--- src/rtl/tun_pkg.sv ---
// Package: shared widths, types and helpers for the triangle unit normal pipeline.
package tun_pkg;

	localparam int DefCoordWidth = 32;
	localparam int MagWidth      = 31;          // scaled magnitude width
	localparam int SumWidth      = 64;          // sum of three squares
	localparam int RootWidth     = 32;          // floor(sqrt(sum))
	localparam int NormWidth     = 32;          // Q2.30 output
	localparam int QuotWidth     = 31;          // quotient magnitude, at most 2^30
	localparam int NumWidth      = MagWidth + 30 + 1;

	// Square-root cell state: remainder, partial root
	typedef struct packed {
		logic [SumWidth-1:0]  rem;
		logic [RootWidth-1:0] root;
	} sqrt_cell_t;

	// Division cell state for the three components
	typedef struct packed {
		logic [NumWidth-1:0]  rem;
		logic [QuotWidth-1:0] quo;
	} div_cell_t;

	// Item side data carried alongside the cell chains
	typedef struct packed {
		logic [2:0]                neg;
		logic                      degen;
		logic [2:0][MagWidth-1:0]  mag;
	} side_t;

endpackage

--- src/rtl/tun_sqrt_cell.sv ---
// Square-root cell: one root bit per cell, restoring form.
module tun_sqrt_cell #(
	parameter int Step = 0
) (
	input  logic               clk,
	input  logic               en,
	input  tun_pkg::sqrt_cell_t din,
	output tun_pkg::sqrt_cell_t dout
);
	import tun_pkg::*;

	localparam int Sh = 2 * (RootWidth - 1 - Step);

	logic [SumWidth+1:0] trial;
	logic [SumWidth+1:0] remx;
	sqrt_cell_t          nxt;

	always_comb begin
		// trial = (4*root + 1) << Sh, compared against remainder
		trial = ({2'b00, {(SumWidth-RootWidth){1'b0}}, din.root} << (Sh + 2))
			| ((SumWidth+2)'(1) << Sh);
		remx = {2'b00, din.rem};
		nxt = din;
		if (remx >= trial) begin
			nxt.rem  = SumWidth'(remx - trial);
			nxt.root = {din.root[RootWidth-2:0], 1'b1};
		end else begin
			nxt.root = {din.root[RootWidth-2:0], 1'b0};
		end
	end

	always_ff @(posedge clk) begin
		if (en) begin
			dout <= nxt;
		end
	end
endmodule

--- config.mk ---
export PLATFORM = sky130hd
export DESIGN_NAME = tun_sqrt_cell
export DESIGN_NICKNAME = d
export VERILOG_FILES = /design/src/rtl/tun_pkg.sv /design/src/rtl/tun_sqrt_cell.sv
export SDC_FILE = /design/constraint.sdc
export NUM_CORES = 1
export LEC_CHECK = 0
export BUFFER_PORTS_ARGS = -buffer_cell sky130_fd_sc_hd__clkbuf_2
export CORE_ASPECT_RATIO = 1.5
export CORE_MARGIN = 8
export CORE_UTILIZATION = 42
export CTS_CLUSTER_SIZE = 14
export DETAILED_ROUTE_END_ITERATION = 10
export PLACE_DENSITY = 0.82
export REMOVE_ABC_BUFFERS = 1
export SLEW_MARGIN = 20
export SYNTH_ARGS = -nofsm -noshare
export SYNTH_HDL_FRONTEND = slang
export SYNTH_SLANG_ARGS = --single-unit
--- constraint.sdc ---
create_clock -name clk -period 2.8 [get_ports clk]
set_input_delay 0.42 -clock clk [delete_from_list [all_inputs] [get_ports clk]]
set_output_delay 0.42 -clock clk [all_outputs]
set_load 0.02 [all_outputs]
==> impl_results.md <==
- Antenna violations before repair: 0
- Syn avg cell area: 24.7 µm²
- Via density: approximately 4.7
- H-tree levels: 3
- Storage cell area: approximately 0.0029 mm²
- CTS root buf: clkbuf_8
- Sink Count: 96
- Post-synth top cells: edfxtp_1, nor4_1, nand4_1, inv_1, ha_1
- Top cell type's share of synthesized area: ~93%
- Inserted Clock Buffers: 9
- Final Cycle Share: between 70% and 80%
- Cell Area, Placed: between 0.004 and 0.005 mm²
- Chip height: about 120 µm
- Port Buffers: 192
- Core area: 0.00718 mm²
- Top Family by Delay on Critical Path: simple AND/OR/NAND/NOR gates
- Crit path max fanout: 3
- Max-slew violations: 0
- Top Registers: dout: 96 flops
- Maximum clock path buffer count: 2
- RSZ-0062 raised after global routing: no
- Setup violators final: 0
- DR vias: slightly above 2000
- CP startpoint kind: input port
- DRT Wirelength: 8.36 mm
- Synth Warn #: 0
- Max cap viols: 0
- Register area share after synthesis: between 90% and 100%
- Initial Utilization: a little over two fifths
- TritonCTS clock tree: done
- Cts repair resizes: 0
- IO Count: between 150 and 200
- WP data arrival: 2.17 ns
- Most area-consuming cells after synthesis: edfxtp_1, nor4_1, ha_1
- Worst setup EP type: register
- First-pass GRT wire length: 12.0 mm
- Clk pin slew, worst setup/hold paths: roughly 0.090 ns
- Kind of critical path: in -> reg
- Multi-input logic area: just under 200 µm²
- Post-Syn Instances: ~130
- Synth Cell Area: between 0.003 and 0.004 mm²
- Count leader, synth: edfxtp_1
- Postcts setup bufs: 0
- Final hold vios: 0
- Outcome: completed
- Net count, final: about 430
- Grt total ovfl: 0
- Die W: 86.0 µm
- Layout fillers: roughly 520
- Max reg flops: between 90 and 100
- Vias in the first global route: between 2000 and 2500
- Hold Buf Count CTS: 0
- Hold Path Class: in -> reg
- Fin crit period: a little over 2 ns
- Required @ worst endpoint: just under 3 ns
- Synth area leader: edfxtp_1
- Final Instance Area: about 0.0044 mm²
- DIE AREA: 0.0104 mm²
- Maximum number of pins on one net before global-route repair: between 50 and 60
- Worst slew pin tran: 0.546 ns
- Fmax: roughly 0.5 GHz
- 1st-iter DRT viols: around 110
- Cell variety after synth: 11
- Top_reg_cell synth: edfxtp_1
- Fraction of layout cells with a size suffix above 1: a little over three fifths
- P_leak: 1.90 nW
- Hpwl dp: 6.92 mm
- Crit-path max cell delay: approximately 0.55 ns
- Max_slew headroom: a little under two thirds
- Post-DRT Antenna Nets: 0
- DRC viols: 0
- #FFs+latches synth: 96
- Routability cong.: about 0.76
- Slowest-stage cell, CP: or4_1
- Diode count: 0
- CP bufs+invs: 2
- EDFF count, synth: 96
- Critical path, cell by cell: clkbuf_2 -> inv_1 -> ha_1 -> nor4b_2 -> nand4_1 -> or4_1 -> a211o_1 -> mux2i_1
- Top reg by flops: dout
- DR pass1 iterations: 4
- Setup TNS: 0 ns
- GRT Total Usage: 15.9%
- Total power per unit cell area: 668 mW/mm²
- Syn-to-layout area delta: 41.7%
- Peak VDD IR: about 0.40 mV
- Rows: 38
- Asr flop ratio synth: 0%
- Routed len/inst: about 19 µm
through the flow:
stage / instances / total power [mW] / setup WS, ns / util [%] / hold WS (ns)
2_1_floorplan: 125 / 1.93 / 0.691 / - / 0.519
6_report: 434 / 2.92 / 0.741 / 60.9 / 0.230
3_3_place_gp: 418 / 2.15 / 0.345 / 58.4 / 0.598
3_5_place_dp: 418 / 2.16 / 0.318 / 58.4 / 0.599
4_1_cts: 434 / 2.96 / 0.721 / 60.9 / 0.201
5_1_grt: 434 / 3.04 / 0.598 / 60.9 / 0.202
metal layers:
metal / track usage, % / share of wire, %
met3: 8.54 / 15
met5: 0 / 0
met1: 15.1 / 32
met2: 26.6 / 50
met4: 8.48 / 2.8
where the power goes:
group | internal, mW | switching (mW)
combinational | 0.126 | 0.257
sequential | 1.71 | 0.0279
clock | 0.331 | 0.475
total | 2.16 | 0.760
path summary, 6_finish.rpt:
check    start                  to  slack [ns]  cells past startpoint
max    din[95]  dout[95]$_DFFE_PP_        0.74                      8
min    din[17]  dout[18]$_DFFE_PP_        0.23                      1
cells in the final DEF, fill, tap and decap left out, types with 2 or more instances in the layout:
master / synthesis / layout
nor4_1: 14 / 14
ha_1: 2 / 2
clkbuf_8: 0 / 9
clkinv_4: 0 / 2
clkinv_2: 0 / 2
clkbuf_2: 0 / 191
inv_1: 3 / 3
nand4_1: 4 / 4
edfxtp_1: 96 / 96
logic make-up (layout without fill, tap and decap cells):
| group | after synthesis | in the layout | share of synthesized area, % |
|---|---|---|---|
| AND/OR/NAND/NOR | 21 | 21 | 4.54 |
| flip-flops | 96 | 96 | 93.4 |
| AO/OA/AOI/OAI | 1 | 1 | 0.284 |
| adder cells (fa/ha/maj) | 2 | 2 | 0.811 |
| buffers and inverters | 3 | 212 | 0.365 |
| multiplexers | 1 | 1 | 0.324 |
| XOR/XNOR | 1 | 1 | 0.284 |
final cells by class:
cell class                 count  share of cell area [%]
clock buffer                   9                    2.83
clock inverter                 7                    1.26
inverter                       3                   0.257
multi-input combinational     26                    4.41
sequential                    96                    65.9
tap                          100                    2.86
timing repair buffer         193                    22.5
No activity file was read; power rests on OpenSTA's default activity.
