--- src/rtl/tun_pkg.sv ---
// Package: shared widths, types and helpers for the triangle unit normal pipeline.
package tun_pkg;

	localparam int DefCoordWidth = 32;
	localparam int MagWidth      = 31;          // scaled magnitude width
	localparam int SumWidth      = 64;          // sum of three squares
	localparam int RootWidth     = 32;          // floor(sqrt(sum))
	localparam int NormWidth     = 32;          // Q2.30 output
	localparam int QuotWidth     = 31;          // quotient magnitude, at most 2^30
	localparam int NumWidth      = MagWidth + 30 + 1;

	// Square-root cell state: remainder, partial root
	typedef struct packed {
		logic [SumWidth-1:0]  rem;
		logic [RootWidth-1:0] root;
	} sqrt_cell_t;

	// Division cell state for the three components
	typedef struct packed {
		logic [NumWidth-1:0]  rem;
		logic [QuotWidth-1:0] quo;
	} div_cell_t;

	// Item side data carried alongside the cell chains
	typedef struct packed {
		logic [2:0]                neg;
		logic                      degen;
		logic [2:0][MagWidth-1:0]  mag;
	} side_t;

endpackage

--- src/rtl/tun_div_cell.sv ---
// Division cell: one quotient bit per cell for one component.
module tun_div_cell (
	input  logic                           clk,
	input  logic                           en,
	input  logic [tun_pkg::RootWidth-1:0]  divisor,
	input  logic                           num_bit,
	input  tun_pkg::div_cell_t             din,
	output tun_pkg::div_cell_t             dout
);
	import tun_pkg::*;

	logic [NumWidth:0] shifted;
	div_cell_t         nxt;

	always_comb begin
		shifted = {din.rem, num_bit};
		nxt.quo = {din.quo[QuotWidth-2:0], 1'b0};
		nxt.rem = din.rem;
		if (shifted >= {{(NumWidth+1-RootWidth){1'b0}}, divisor}) begin
			nxt.rem = NumWidth'(shifted - {{(NumWidth+1-RootWidth){1'b0}}, divisor});
			nxt.quo[0] = 1'b1;
		end else begin
			nxt.rem = NumWidth'(shifted);
		end
	end

	always_ff @(posedge clk) begin
		if (en) begin
			dout <= nxt;
		end
	end
endmodule

--- config.mk ---
export PLATFORM = sky130hd
export DESIGN_NAME = tun_div_cell
export DESIGN_NICKNAME = d
export VERILOG_FILES = /design/src/rtl/tun_pkg.sv /design/src/rtl/tun_div_cell.sv
export SDC_FILE = /design/constraint.sdc
export NUM_CORES = 1
export LEC_CHECK = 0
export ABC_CLOCK_PERIOD_IN_PS = 10100
export BUFFER_PORTS_ARGS = -buffer_cell sky130_fd_sc_hd__buf_2
export CAP_MARGIN = 5
export CORE_MARGIN = 3
export CORE_UTILIZATION = 55
export DETAILED_ROUTE_END_ITERATION = 7
export PLACE_DENSITY = 0.87
export SYNTH_ARGS = -nofsm -noshare
export SYNTH_HDL_FRONTEND = slang
export SYNTH_SLANG_ARGS = --single-unit
--- constraint.sdc ---
create_clock -name clk -period 10.1 [get_ports clk]
set_clock_uncertainty 0.1 [all_clocks]
set_input_delay 1.515 -clock clk [delete_from_list [all_inputs] [get_ports clk]]
set_output_delay 1.515 -clock clk [all_outputs]
set_load 0.05 [all_outputs]
==> impl_metrics.yaml, run 1 <==
run_status:
  outcome: "completed"
power:
  pwr-share-comb_pct: 35.0
  power_mw: 1.14
  power.share.clock_pct: 22.1
  p_sw_mw: 0.451
  power_frac_seq_pct: 42.9
  powerDensity_nw_per_um2: 152
  ir_worst_vdd_uv: 92.1
  leakage_nw: 3.20
  cell_internal_pwr_mw: 0.686
  swShare_pct: 39.6
drt:
  drc: 0
  routed_wl_um: 16700
  drt_iter0_markers: 477
  viasPerCell: 5.72
  ant_nets: 0
  firstDrtPassIters: 7
  post_drt_wl_per_cell_um: 17.6
  vias: 5444
logic_synthesis:
  ys_seq_area_share_pct: 45.6
  syn_area_per_cell_sq_um: 10.2
  synth_flop_cell: "edfxtp_1"
  synth_cells: 603
  yosys.cell_types.count: 65
  syn-num-nets: 765
  yosysWarnings: 0
  synth-seq-cells: 93
  syn_area_sq_um: 6130
  synth_edf_count: 93
  synth-async-reset-ratio_pct: 0
clocking:
  cts_sinks: 93
  cts_setup_buffers: 0
  clockRootBuffer: "clkbuf_8"
  tritoncts: "done"
  clkSlewWorstSetupHoldPaths_ns: 0.10
  cts_made_buffers: 9
  htreeDepth: 3
  clk_path_buf_depth: 2
  cts_resized: 0
  hold_buffers: 0
timing:
  fin_crit_sh_pct: 47.2
  max_freq_mhz: 210
  rsz0062_at_grt: "false"
  tightestPinTransition_ns: 1.20
  setup_viol: 0
  slew_headroom_pct: 20.3
  setup_tns_ns: 0
  hold_viol: 0
  period_minus_slack_ns: 4.77
  report.final.slew_viol_count: 0
setup_path:
  crit_path_max_fanout: 42
  worstSetupPathType: "primary input to flop"
  crit_slowest_cell: "or4_1"
  worst_ep_arrival_time_ns: 4.79
  end_kind: "flop"
  cp.required_ns: 10.12
  start_kind: "primary input"
  max_stage_delay_ns: 0.59
  cp_cell_sequence: "buf_2, inv_1, ha_1, or4_1, nor3_1, nand4_1, a31o_2, nor3_4, buf_4, inv_6, o211ai_4, nor3_1, xor2_1"
  cp_common_cell: "nor3_1"
placed_design:
  portBuffers: 219
  finalWeightedCongestion: 0.903
  dp_cells: 935
  hpwl_um: 13100
cells_and_area:
  num-nets-final: 972
  final_cells: 951
  regMostFlops: "dout"
  fillers: 816
  top_regs: "dout x93"
  areaGrowthSynthToFinish_pct: 21.9
  drive_gt1_share_pct: 32.9
  antenna_cells: 0
  largest_reg_flops: 93
global_routing:
  antenna_found_initial: 1
  grt_usage_pct: 26.1
  grt_pass1_vias: 5296
  grt_max_degree: 94
  overflow: 0
  grt_pass1_wl_um: 26200
die:
  io-pin-count: 221
  die-width_um: 112
  core-area_sq_um: 10600
  fp.dieArea_sq_um: 12400
  start_util_pct: 57.8
  die_h_um: 112
  rows: 37
hold_path:
  hold_class: "primary input to flop"
run:
  max_cap_violations: 0
-- per-stage QoR --
stage | area [sq um] | util, % | setup slack, ns | hold slack, ns
after global placement | 7270 | 68.6 | 5.00 | 1.59
after global routing | 7470 | 70.5 | 5.17 | 1.19
after CTS | 7470 | 70.5 | 5.38 | 1.19
after detailed placement | 7270 | 68.6 | 4.98 | 1.59
after floorplan | 6130 | - | 5.73 | 1.51
final | 7470 | 70.5 | 5.33 | 1.21
-- layout by cell type, fill, tap and decap left out, types with 4 or more instances in the layout --
master / instances
buf_2: 218
nor4_1: 5
nand3b_1: 4
nor2_1: 40
o21bai_1: 4
xnor2_1: 28
nand2_1: 68
o21ai_0: 43
nand4_1: 14
a21o_1: 17
a21oi_1: 41
edfxtp_1: 93
or3_1: 6
inv_1: 41
or2_2: 5
a211oi_1: 4
nor3_1: 23
o21a_1: 5
clkbuf_8: 9
xor2_1: 30
nand3_1: 8
o31ai_1: 5
ha_1: 33
-- cells in the mapped netlist, drive strengths merged (2+ instances only) --
| cell | count | area (sq um) |
|---|---|---|
| a2111oi | 3 | 51.3 |
| a211oi | 7 | 67.6 |
| a21boi | 2 | 15.0 |
| a21o | 17 | 128 |
| a21oi | 41 | 205 |
| a221oi | 2 | 23.8 |
| a22oi | 2 | 15.0 |
| a311oi | 2 | 17.5 |
| a31o | 2 | 17.5 |
| a31oi | 3 | 18.8 |
| and3 | 2 | 12.5 |
| and4 | 2 | 17.5 |
| buf | 18 | 110 |
| clkbuf | 6 | 22.5 |
| edfxtp | 93 | 2790 |
| ha | 33 | 413 |
| inv | 42 | 163 |
| mux2 | 3 | 33.8 |
| nand2 | 69 | 267 |
| nand2b | 2 | 12.5 |
| nand3 | 8 | 40.0 |
| nand3b | 4 | 30.0 |
| nand4 | 14 | 87.6 |
| nor2 | 40 | 150 |
| nor3 | 24 | 131 |
| nor4 | 9 | 98.8 |
| nor4b | 4 | 53.8 |
| o2111ai | 2 | 35.0 |
| o21a | 5 | 37.5 |
| o21ai | 45 | 225 |
| o21bai | 4 | 30.0 |
| o22ai | 2 | 12.5 |
| o31ai | 5 | 37.5 |
| or2 | 6 | 37.5 |
| or3 | 6 | 37.5 |
| or4 | 4 | 33.8 |
| xnor2 | 28 | 245 |
| xor2 | 30 | 263 |
-- worst paths after layout --
check                  startpoint       end  slack (ns)  cells after the start
worst max-delay path  divisor[31]  dout[72]        5.33                     13
worst min-delay path      din[28]  dout[29]        1.21                      1
-- final cells by class --
class	count	area (sq um)	share of cell area (%)
clock buffer	9	124	1.66
clock inverter	7	72.6	0.972
inverter	42	163	2.18
multi-input combinational	444	3040	40.7
sequential	93	2790	37.4
tap	136	170	2.28
timing repair buffer	220	1110	14.8
-- layer usage --
layer	up-vias	track usage (%)	wire, um
met3	39	5.00	1310
met4	2	9.25	367
met5	-	0	13
met2	274	45.2	8320
met1	2501	32.6	6720
li1	2628	-	-
-- worst max-delay path, delay by kind of cell --
family	cells	cell delay, ns
XOR/XNOR	1	0.16
AND/OR/NAND/NOR	5	1.61
AO/OA/AOI/OAI	2	0.50
adder cells (fa/ha/maj)	1	0.24
buffers and inverters	4	0.73
-- power by group through the flow --
stage | clock network (mW) | logic [mW] | registers (mW)
after floorplan | 0 | 0.135 | 0.648
after global placement | 0 | 0.389 | 0.495
final | 0.251 | 0.398 | 0.488
after detailed placement | 0 | 0.395 | 0.497
after CTS | 0.255 | 0.396 | 0.489
after global routing | 0.271 | 0.422 | 0.492
-- kinds of logic after synthesis --
logic type / count (synthesis) / synth area share [%]
simple gates: 197 / 16.8
flops: 93 / 45.6
mux: 4 / 0.714
buf+inv: 66 / 4.82
fa+ha+maj: 34 / 7.06
xor+xnor: 58 / 8.29
compound gates: 151 / 16.7
No activity file was read; power rests on OpenSTA's default activity.
==> run 2: changes to the inputs <==
ABC_CLOCK_PERIOD_IN_PS = 4250   (was 10100)
CORE_UTILIZATION = 46   (was 55)
PLACE_DENSITY = 0.78   (was 0.87)
clock period = 4.25 ns   (was 10.1 ns; I/O delays follow)
==> run 2 against run 1 <==
Design area up 2.6%. Worst hold slack worse by 0.85 ns. Sequential share of layout area down 0.93 points. Clock power rose to 3.2 times the previous value. Clock-buffer cell count unchanged. Global-route usage down 4.9 points.
==> impl_metrics.yaml, run 2 (synthesis results as in run 1) <==
drt:
  drc: 0
  ant_nets: 0
  vias: 5338
  routed_wl_um: 16100
  viasPerCell: 5.37
  drt_iter0_markers: 394
  post_drt_wl_per_cell_um: 16.2
  firstDrtPassIters: 5
setup_path:
  cp.required_ns: 4.24
  worstSetupPathType: "primary input to flop"
  start_kind: "primary input"
  worst_ep_arrival_time_ns: 3.64
  crit_path_max_fanout: 4
  end_kind: "flop"
placed_design:
  finalWeightedCongestion: 0.918
  portBuffers: 219
  dp_cells: 976
  placed_area_sq_um: 7360
  hpwl_um: 12800
cells_and_area:
  finalInstanceArea_sq_um: 7660
  finish.utilization_pct: 59.7
  areaGrowthSynthToFinish_pct: 25.0
  final_cells: 994
  final_common_cell: "buf_2"
  num-nets-final: 977
  drive_gt1_share_pct: 33.3
  top_regs: "dout x93"
  regMostFlops: "dout"
  final_cell_mix: "218 x buf_2, 93 x edfxtp_1, 68 x nand2_1"
  largest_reg_flops: 93
global_routing:
  grt_pass1_wl_um: 24800
  grt_max_degree: 54
  grt-busiest-layer: "met2"
  overflow: 0
  antenna_found_initial: 2
  grt_usage_pct: 21.2
  grt_pass1_vias: 5105
  met3_usage_pct: 3.54
  grt_use_met1_pct: 26.9
  met2_usage_pct: 35.3
clocking:
  htreeDepth: 3
  cts_resized: 0
  hold_buffers: 0
  clockRootBuffer: "clkbuf_16"
  tritoncts: "done"
  cts_sinks: 93
  cts_setup_buffers: 0
  clkSlewWorstSetupHoldPaths_ns: 0.07
  cts_made_buffers: 9
  clk_path_buf_depth: 2
power:
  cell_internal_pwr_mw: 1.82
  p_sw_mw: 1.08
  pwr-share-comb_pct: 32.5
  swShare_pct: 37.3
  leakage_nw: 3.28
  power.share.clock_pct: 27.6
  power_frac_seq_pct: 39.9
  ir_worst_vdd_uv: 174
  powerDensity_nw_per_um2: 379
die:
  fp.dieArea_sq_um: 14700
  core-area_sq_um: 12800
  die-width_um: 121
  start_util_pct: 47.8
  rows: 41
  die_h_um: 121
  io-pin-count: 221
timing:
  max_freq_mhz: 274
  slew_headroom_pct: 43.6
  setup_tns_ns: 0
  setup_viol: 0
  period_minus_slack_ns: 3.65
  fin_crit_sh_pct: 85.9
  rsz0062_at_grt: "false"
  hold_viol: 0
  tightestPinTransition_ns: 0.839
  report.final.slew_viol_count: 0
run_status:
  outcome: "completed"
hold_path:
  hold_class: "primary input to flop"
run:
  max_cap_violations: 0
run 2: changes by cell type in the layout (fill, tap and decap cells not counted), sizes merged:
cell / change
buf: +5
diode: +2
run 2: worst paths after layout:
check / startpoint / endpoint / cells past startpoint
setup / recovery: num_bit / dout[77] / 13
hold / removal: din[23] / dout[24] / 1
run 2: critical path, stage by stage:
cell and delay [ns]:
buf_2 0.09, inv_1 0.09, ha_1 0.15, inv_1 0.05, fa_1 0.41, a21o_1 0.23, a221oi_2 0.34, or3_1 0.25
a21oi_1 0.16, a211oi_2 0.41, o21ai_0 0.29, a2111oi_2 0.44, xor2_1 0.10
run 2: metal layers:
layer / wire [um] / part of all wire, % / up-vias
li1: - / - / 2644
met1: 6770 / 42 / 2420
met2: 7700 / 48 / 238
met3: 1080 / 6.7 / 36
met4: 572 / 3.5 / 0
met5: 0 / 0 / -
run 2: power by group through the flow:
stage | clock [mW] | combinational, mW | sequential (mW)
2_1_floorplan | 0 | 0.320 | 1.54
3_3_place_gp | 0 | 0.930 | 1.18
3_5_place_dp | 0 | 0.941 | 1.18
4_1_cts | 0.824 | 0.944 | 1.16
5_1_grt | 0.861 | 1.01 | 1.17
6_report | 0.803 | 0.944 | 1.16
run 2: layout make-up:
cell class | instances | area (sq um)
Fill cell | 1155 | 5160
Multi-Input combinational cell | 444 | 3040
Sequential cell | 93 | 2790
Timing Repair Buffer | 225 | 1140
Clock buffer | 9 | 225
Tap cell | 172 | 215
Inverter | 42 | 163
Clock inverter | 7 | 75.1
Antenna cell | 2 | 5.00
run 2: metrics by stage:
stage          hold WS [ns]  worst slack (ns)  power [mW]
2_1_floorplan         0.636             0.761        1.86
3_3_place_gp          0.714             0.306        2.11
3_5_place_dp          0.716             0.277        2.12
4_1_cts               0.348             0.639        2.93
5_1_grt               0.346             0.360        3.04
6_report              0.359             0.600        2.90
